## config.mk

```make
export PLATFORM = sky130hd
export DESIGN_NAME = bnfpa_ctrl
export DESIGN_NICKNAME = d
export VERILOG_FILES = /design/src/rtl/bnfpa_pkg.sv /design/src/rtl/bnfpa_ctrl.sv
export SDC_FILE = /design/constraint.sdc
export NUM_CORES = 1
export LEC_CHECK = 0
export BUFFER_PORTS_ARGS = -buffer_cell sky130_fd_sc_hd__buf_2
export CORE_UTILIZATION = 35
export DETAILED_ROUTE_END_ITERATION = 12
export PLACE_DENSITY = 0.67
export SYNTH_ARGS = -nofsm -noshare
export SYNTH_HDL_FRONTEND = slang
export SYNTH_SLANG_ARGS = --single-unit
```

## constraint.sdc

```tcl
create_clock -name clk -period 3.1 [get_ports clk]
set_clock_uncertainty 0.05 [all_clocks]
set_input_delay 0.465 -clock clk [delete_from_list [all_inputs] [get_ports clk]]
set_output_delay 0.465 -clock clk [all_outputs]
set_load 0.02 [all_outputs]
```

## src/rtl/bnfpa_pkg.sv

```systemverilog
`timescale 1ns / 1ps
`default_nettype none

package bnfpa_pkg;

    // Command codes carried in s_tuser
    typedef enum logic [1:0] {
        CMD_MARK   = 2'd0,
        CMD_TEST   = 2'd1,
        CMD_APPEND = 2'd2,
        CMD_ALLOC  = 2'd3
    } cmd_t;

    // Result status codes carried in m_tuser
    localparam logic [1:0] STS_OK     = 2'd0;
    localparam logic [1:0] STS_FAIL   = 2'd1;
    localparam logic [1:0] STS_REJECT = 2'd2;

    // Configuration register indexes
    localparam logic [0:0] CFG_WINDOW_BASE  = 1'b0;
    localparam logic [0:0] CFG_WINDOW_PAGES = 1'b1;

    localparam logic [16:0] WINDOW_PAGES_RST = 17'h10000;

    localparam int S_TDATA_W = 64;
    localparam int M_TDATA_W = 40;

    // Commands from the controller to the datapath
    typedef struct packed {
        logic take;        // latch an input word
        logic clr_step;    // write one zero word of the clearing pass
        logic rd_page;     // read the bitmap word of the latched page
        logic mark_wr;     // write back the word with the page bit set
        logic test_res;    // capture test result
        logic oow_res;     // page outside window result
        logic app_do;      // append range and capture result
        logic alloc_init;  // load scan position from cursor
        logic wrap;        // start second pass from the top
        logic fail_res;    // no free page: result and cursor to top
        logic next_range;  // advance to next range
        logic load_range;  // load clipped bounds of current range
        logic rd_scan;     // read bitmap word at scan position
        logic found_wr;    // set found bit, move cursor, capture result
        logic next_word;   // advance scan to next bitmap word
        logic out_load;    // move result into output register
    } ctl_t;

    // Status from the datapath to the controller
    typedef struct packed {
        cmd_t cmd;
        logic clr_done;
        logic in_win;
        logic r_end;
        logic pass2;
        logic rng_empty;
        logic found;
        logic last_word;
        logic out_busy;
    } sts_t;

endpackage

`default_nettype wire

```

## src/rtl/bnfpa_ctrl.sv

```systemverilog
`timescale 1ns / 1ps
`default_nettype none

module bnfpa_ctrl
(
    input  wire logic              clk,
    input  wire logic              rst_n,
    input  wire logic              s_tvalid,
    output logic                   s_tready,
    input  wire bnfpa_pkg::sts_t   sts,
    output bnfpa_pkg::ctl_t        ctl
);

    typedef enum logic [7:0] {
        S_CLEAR  = 8'b0000_0001,
        S_IDLE   = 8'b0000_0010,
        S_DEC    = 8'b0000_0100,
        S_RMW    = 8'b0000_1000,
        S_RSETUP = 8'b0001_0000,
        S_RD     = 8'b0010_0000,
        S_SCAN   = 8'b0100_0000,
        S_OUT    = 8'b1000_0000
    } state_t;

    state_t state_reg;
    state_t state_next;

    assign s_tready = (state_reg == S_IDLE);

    // State register
    always_ff @(posedge clk or negedge rst_n)
    begin
        if (!rst_n)
        begin
            state_reg <= S_CLEAR;
        end
        else
        begin
            state_reg <= state_next;
        end
    end

    // Next state and commands
    always_comb
    begin
        ctl        = '0;
        state_next = state_reg;
        unique case (state_reg)
            S_CLEAR:
            begin
                ctl.clr_step = 1'b1;
                if (sts.clr_done)
                begin
                    state_next = S_IDLE;
                end
            end
            S_IDLE:
            begin
                if (s_tvalid)
                begin
                    ctl.take   = 1'b1;
                    state_next = S_DEC;
                end
            end
            S_DEC:
            begin
                unique case (sts.cmd)
                    bnfpa_pkg::CMD_MARK, bnfpa_pkg::CMD_TEST:
                    begin
                        if (sts.in_win)
                        begin
                            ctl.rd_page = 1'b1;
                            state_next  = S_RMW;
                        end
                        else
                        begin
                            ctl.oow_res = 1'b1;
                            state_next  = S_OUT;
                        end
                    end
                    bnfpa_pkg::CMD_APPEND:
                    begin
                        ctl.app_do = 1'b1;
                        state_next = S_OUT;
                    end
                    default:
                    begin
                        ctl.alloc_init = 1'b1;
                        state_next     = S_RSETUP;
                    end
                endcase
            end
            S_RMW:
            begin
                if (sts.cmd == bnfpa_pkg::CMD_MARK)
                begin
                    ctl.mark_wr = 1'b1;
                end
                else
                begin
                    ctl.test_res = 1'b1;
                end
                state_next = S_OUT;
            end
            S_RSETUP:
            begin
                if (sts.r_end)
                begin
                    if (!sts.pass2)
                    begin
                        ctl.wrap = 1'b1;
                    end
                    else
                    begin
                        ctl.fail_res = 1'b1;
                        state_next   = S_OUT;
                    end
                end
                else if (sts.rng_empty)
                begin
                    ctl.next_range = 1'b1;
                end
                else
                begin
                    ctl.load_range = 1'b1;
                    state_next     = S_RD;
                end
            end
            S_RD:
            begin
                ctl.rd_scan = 1'b1;
                state_next  = S_SCAN;
            end
            S_SCAN:
            begin
                if (sts.found)
                begin
                    ctl.found_wr = 1'b1;
                    state_next   = S_OUT;
                end
                else if (sts.last_word)
                begin
                    ctl.next_range = 1'b1;
                    state_next     = S_RSETUP;
                end
                else
                begin
                    ctl.next_word = 1'b1;
                    state_next    = S_RD;
                end
            end
            S_OUT:
            begin
                if (!sts.out_busy)
                begin
                    ctl.out_load = 1'b1;
                    state_next   = S_IDLE;
                end
            end
            default:
            begin
                state_next = S_IDLE;
            end
        endcase
    end

endmodule

`default_nettype wire

```

==> impl_metrics.tcl, run 1 <==
set metrics [dict create \
    outcome "finished clean" \
    power_density_nw_per_um2 553 \
    vias 691 \
    htree_levels 1 \
    drv_cap 0 \
    syn-num-nets 94 \
    min_period_over_period_pct 94.8 \
    hpwlAfterDp_um 1290 \
    route.met3.wl_um 73 \
    viasPerCell 5.04 \
    fill_cells 190 \
    leakage_nw 0.427 \
    cp-end-kind "output port" \
    ff2ff_setup_slack_ps 950 \
    met2WireLength_um 753 \
    core_um2 1750 \
    r2r_cells 4 \
    grt_overflow 0 \
    finalSetupViolCount 0 \
    grt_pass1_vias 611 \
    io_pins 30 \
    ant_nets 0 \
    final_common_cell "buf_2" \
    rows 15 \
    timing_worst_slew_pin_value_ps 752 \
    cts_buffers 3 \
    async_reset_ff_share_pct 100 \
    synth_seq_cells 8 \
    mostFrequentLayoutCells "buf_2 (29), nor3_1 (10), nor2_1 (8), dfrtp_1 (7)" \
    slew_violations 0 \
    grt_max_degree 10 \
    startpoint "state_reg[5]$_DFFE_PN0P_" \
    worstPathMaxFanout 7 \
    cts-root-buf "clkbuf_4" \
    crit_chain "or4_1, or3_4, or2_1, nor3b_2, buf_2" \
    slew_headroom_pct 49.4 \
    r2r_start "state_reg[5]$_DFFE_PN0P_" \
    path_clk_slew_ps 50 \
    die-area_um2 2070 \
    avgSynthCellArea_um2 8.16 \
    area_delta_synth_final_pct 29.2 \
    setup_ws_ps 162 \
    arrival_ps 2420 \
    yosys_warnings 0 \
    grt_antenna_before_repair 0 \
    die_h_um 45.4 \
    finalPower_uw 472 \
    clockBufferDepth 2 \
    pre_cts_ws_ps 438 \
    grtUsageTotal_pct 16.8 \
    initial_core_util_pct 37.8 \
    post_cts_buffers 0 \
    clock_sinks 8 \
    ir_worst_vdd_mv 0.343 \
    reg2reg_to "state_reg[4]$_DFFE_PN0P_" \
    worstSetupStartpointType "flop" \
    wire_per_inst_um 11.5 \
    dr.pass1.iters 4 \
    slowest_stage "or4_1" \
    synth_cells 81 \
    die_w_um 45.4 \
    dp_cells 132 \
    clock.fmax_ghz 0.340 \
    wirelength_um 1580 \
    crit_type "reg -> out" \
    dpl_cell_area_um2 817 \
    routed.top_layer "met4" \
    final_cell_count_no_fill 137 \
    seq_area_frac_synth_pct 30.5 \
    largest_reg_flops 8 \
    netlist_area_um2 661 \
    hold_viol 0 \
    portBuffers 29 \
    stdcell_area_um2 853 \
    drive_gt1_share_pct 37.5 \
    min_path_type "in -> reg" \
    wl_met1_um 746 \
    grt_pass1_wl_um 2500 \
    cts.repair.resized 0 \
    drc 0 \
    nets 126 \
    crit_path_end "ctl[9]" \
    fin_crit_ps 2940 \
    synth-edff-count 0 \
    setup_tns_ps 0 \
    diodes 0 \
    rsz0062_at_grt "false" \
    cts_tree "done" \
    insertion_delay_ps 260 \
    synth_flop_cell "dfrtp_1" \
    required_ps 2580 \
    place.gp.congestion 0.859 \
    initialDrtViolationCount 14 \
    critical-path-max-stage-delay_ps 650 \
    synthDistinctLibCells 30 \
]
-- what timing repair did --
action | 4_1_cts | 5_1_grt
setup endpoints to repair | 0 | 0
hold endpoints to repair | 7 | 0
hold buffers | 1 | 0
-- metrics by stage --
step	hold WS, ps	util (%)
after global placement	259	46.8
after global routing	292	48.9
final	293	48.9
after floorplan	119	-
after CTS	290	48.9
after detailed placement	262	46.8
-- Yosys cell counts (3+ instances only) --
library cell / number / area, um2
nor3b_2: 3 / 37.5
o31ai_1: 3 / 22.5
inv_1: 3 / 11.3
dfrtp_1: 7 / 175
nor2_1: 8 / 30.0
and2_1: 5 / 31.3
nor2b_1: 3 / 18.8
nor3_1: 10 / 50.1
nand2_1: 5 / 18.8
nor4_1: 4 / 25.0
o21ai_0: 4 / 20.0
-- critical path: cells and delay by family (launching register included) --
| family | cells | cell delay, ps |
|---|---|---|
| buffers and inverters | 1 | 180 |
| and+or+nand+nor | 4 | 1570 |
| DFF | 1 | 430 |
-- worst min-delay path by stage --
| stage | slack, ps | cells after the start | start | to |
|---|---|---|---|---|
| after CTS | 290 | 2 | sts[7] | state_reg[0]$_DFFE_PN1P_ |
| after floorplan | 120 | 0 | rst_n | state_reg[1]$_DFFE_PN0P_ |
| after detailed placement | 260 | 1 | rst_n | state_reg[1]$_DFFE_PN0P_ |
| after global placement | 260 | 1 | rst_n | state_reg[1]$_DFFE_PN0P_ |
| final | 290 | 2 | sts[7] | state_reg[0]$_DFFE_PN1P_ |
| after global routing | 290 | 2 | sts[7] | state_reg[0]$_DFFE_PN1P_ |
-- kinds of logic (layout without fill, tap and decap cells) --
group / Yosys count / in the layout / share of synthesized area, %
flip-flops: 8 / 8 / 30.5
AO/OA/AOI/OAI: 10 / 10 / 10.6
XOR/XNOR: 1 / 1 / 1.33
AND/OR/NAND/NOR: 56 / 56 / 52.8
buffers and inverters: 6 / 37 / 4.73
-- layer usage --
| layer | GRT usage, % | up-vias |
|---|---|---|
| met5 | 0 | - |
| met4 | 3.64 | 0 |
| met3 | 3.57 | 2 |
| met2 | 28.3 | 19 |
| met1 | 22.1 | 309 |
| li1 | - | 361 |
-- cell type report --
| type | count | area, um2 | share of cell area, % |
|---|---|---|---|
| Tap cell | 25 | 31.3 | 3.67 |
| Inverter | 3 | 11.3 | 1.32 |
| Multi-Input combinational cell | 67 | 428 | 50.1 |
| Sequential cell | 8 | 201 | 23.6 |
| Clock buffer | 4 | 26.3 | 3.08 |
| Timing Repair Buffer | 30 | 155 | 18.2 |
-- report_power, final --
| group | switching [mW] | internal [mW] | total [mW] |
|---|---|---|---|
| logic | 0.145 | 0.0974 | 0.242 |
| registers | 0.0213 | 0.122 | 0.143 |
| clock network | 0.0374 | 0.0493 | 0.0867 |
Power figures use the tool's default switching activity.
==> run 2, diff against run 1 <==
==> constraint.sdc (replaced) <==
create_clock -name clk -period 3.1 [get_ports clk]
set_clock_uncertainty 0.05 [all_clocks]
set_input_delay 0.62 -clock clk [delete_from_list [all_inputs] [get_ports clk]]
set_output_delay 0.62 -clock clk [all_outputs]
set_load 0.02 [all_outputs]
==> run 2 against run 1 <==
Compared with the run above: non-clock buffer count decreased by 1; critical endpoint unchanged; worst setup slack got worse by 13 ps; design area is 0.44% lower; count of clock-buffer cells in the layout did not move; global-route usage down 0.25 points; sequential share of layout area up 0.10 points; highest routed layer unchanged.
==> impl_metrics.tcl, run 2 (synthesis gave the netlist of run 1 again) <==
set metrics [dict create \
    dr.pass1.iters 4 \
    dpl_cell_area_um2 817 \
    die_h_um 45.4 \
    path_clk_slew_ps 60 \
    drc 0 \
    finalSetupViolCount 0 \
    grt_pass1_vias 602 \
    initialDrtViolationCount 7 \
    hold_viol 0 \
    comb_power_share_pct 51.9 \
    area_delta_synth_final_pct 28.6 \
    cell_internal_pwr_uw 276 \
    seqPwrFrac_pct 30.1 \
    stdcell_area_um2 850 \
    wire_per_inst_um 11.7 \
    timing_worst_slew_pin_value_ps 767 \
    wirelength_um 1590 \
    drive_gt1_share_pct 39.6 \
    htree_levels 1 \
    vias 710 \
    setup_tns_ps 0 \
    grt_max_degree 10 \
    grt_pass1_wl_um 2460 \
    cts-root-buf "clkbuf_4" \
    final_common_cell "buf_2" \
    insertion_delay_ps 260 \
    rsz0062_at_grt "false" \
    grtUsageTotal_pct 16.6 \
    diodes 0 \
    slew_headroom_pct 48.4 \
    cts_buffers 3 \
    core_um2 1750 \
    nets 125 \
    arrival_ps 2280 \
    power.switching_uw 204 \
    rows 15 \
    clock_sinks 8 \
    switching_share_pct 42.5 \
    fin_crit_ps 2950 \
    place.gp.congestion 0.859 \
    viasPerCell 5.22 \
    initial_core_util_pct 37.8 \
    clockBufferDepth 2 \
    mostFrequentLayoutCells "buf_2 (29), nor3_1 (10), nor2_1 (8), dfrtp_1 (7)" \
    required_ps 2430 \
    outcome "finished clean" \
    ant_nets 0 \
    power_frac_clock_pct 18.0 \
    grt_overflow 0 \
    die_w_um 45.4 \
    largest_reg_flops 8 \
    worstPathMaxFanout 7 \
    slew_violations 0 \
    leakage_nw 0.425 \
    min_period_over_period_pct 95.2 \
    grt_antenna_before_repair 0 \
    min_path_type "in -> async" \
    power_density_nw_per_um2 565 \
    clock.fmax_ghz 0.339 \
    portBuffers 29 \
    hpwlAfterDp_um 1290 \
    post_cts_buffers 0 \
    io_pins 30 \
    drv_cap 0 \
    cp-end-kind "output port" \
    crit_type "reg -> out" \
    worstSetupStartpointType "flop" \
    ir_worst_vdd_mv 0.344 \
    cts_tree "done" \
    die-area_um2 2070 \
]
==> run 2: metal layers <==
layer | GRT usage, % | routed length, um | vias up
met5 | 0 | 0 | -
met4 | 3.64 | 4 | 0
met3 | 3.57 | 87 | 2
met2 | 28.0 | 775 | 27
met1 | 21.6 | 720 | 324
li1 | - | - | 357
==> run 2: path summary, 6_finish.rpt <==
kind / start / end / slack, ps / depth (start not counted)
setup / recovery: state_reg[5]$_DFFE_PN0P_ / ctl[9] / 150 / 5
hold / removal: rst_n / state_reg[6]$_DFFE_PN0P_ / 130 / 1
setup reg to reg: state_reg[7]$_DFFE_PN0P_ / state_reg[1]$_DFFE_PN0P_ / 1010 / 4
hold reg to reg: state_reg[0]$_DFFE_PN1P_ / state_reg[0]$_DFFE_PN1P_ / 520 / 2
max in group asynchronous: rst_n / state_reg[0]$_DFFE_PN1P_ / 2610 / 1
min in group clk: sts[7] / state_reg[0]$_DFFE_PN1P_ / 450 / 2
==> run 2: per-stage QoR <==
| stage | util, % | hold WS [ps] | cells | setup WS [ps] | power [mW] |
|---|---|---|---|---|---|
| after global routing | 48.7 | 129 | 136 | 33.6 | 0.518 |
| after detailed placement | 46.8 | 417 | 132 | 283 | 0.383 |
| after global placement | 46.8 | 414 | 132 | 331 | 0.379 |
| after floorplan | - | 274 | 81 | 201 | 0.327 |
| after CTS | 48.3 | 139 | 136 | 10.7 | 0.470 |
| final | 48.7 | 135 | 136 | 149 | 0.480 |
==> run 2: timing repair <==
item / CTS / global route
gates resized for setup: 0 / 2
endpoints found under the setup margin: 0 / 4
hold buffers: 0 / 0
==> run 2: cell type report <==
cell class                      instances  area, um2
Multi-Input combinational cell         67        434
Inverter                                3       11.3
Timing Repair Buffer                   29        145
Fill cell                             187        896
Sequential cell                         8        201
Clock buffer                            4       26.3
Tap cell                               25       31.3
==> run 2: worst max-delay path, cell delays in order (launching register included) <==
cell and delay, ps:
dfrtp_1 430, or4_4 600, or3_4 360, or2_4 300, nor3b_2 170, buf_2 180
==> run 2: power groups by stage <==
stage                     logic, mW  clock network, mW  registers (mW)
after detailed placement      0.238                  0           0.145
final                         0.249             0.0863           0.145
after floorplan               0.188                  0           0.139
after global placement        0.235                  0           0.144
after global routing          0.274             0.0952           0.148
after CTS                     0.240             0.0868           0.143
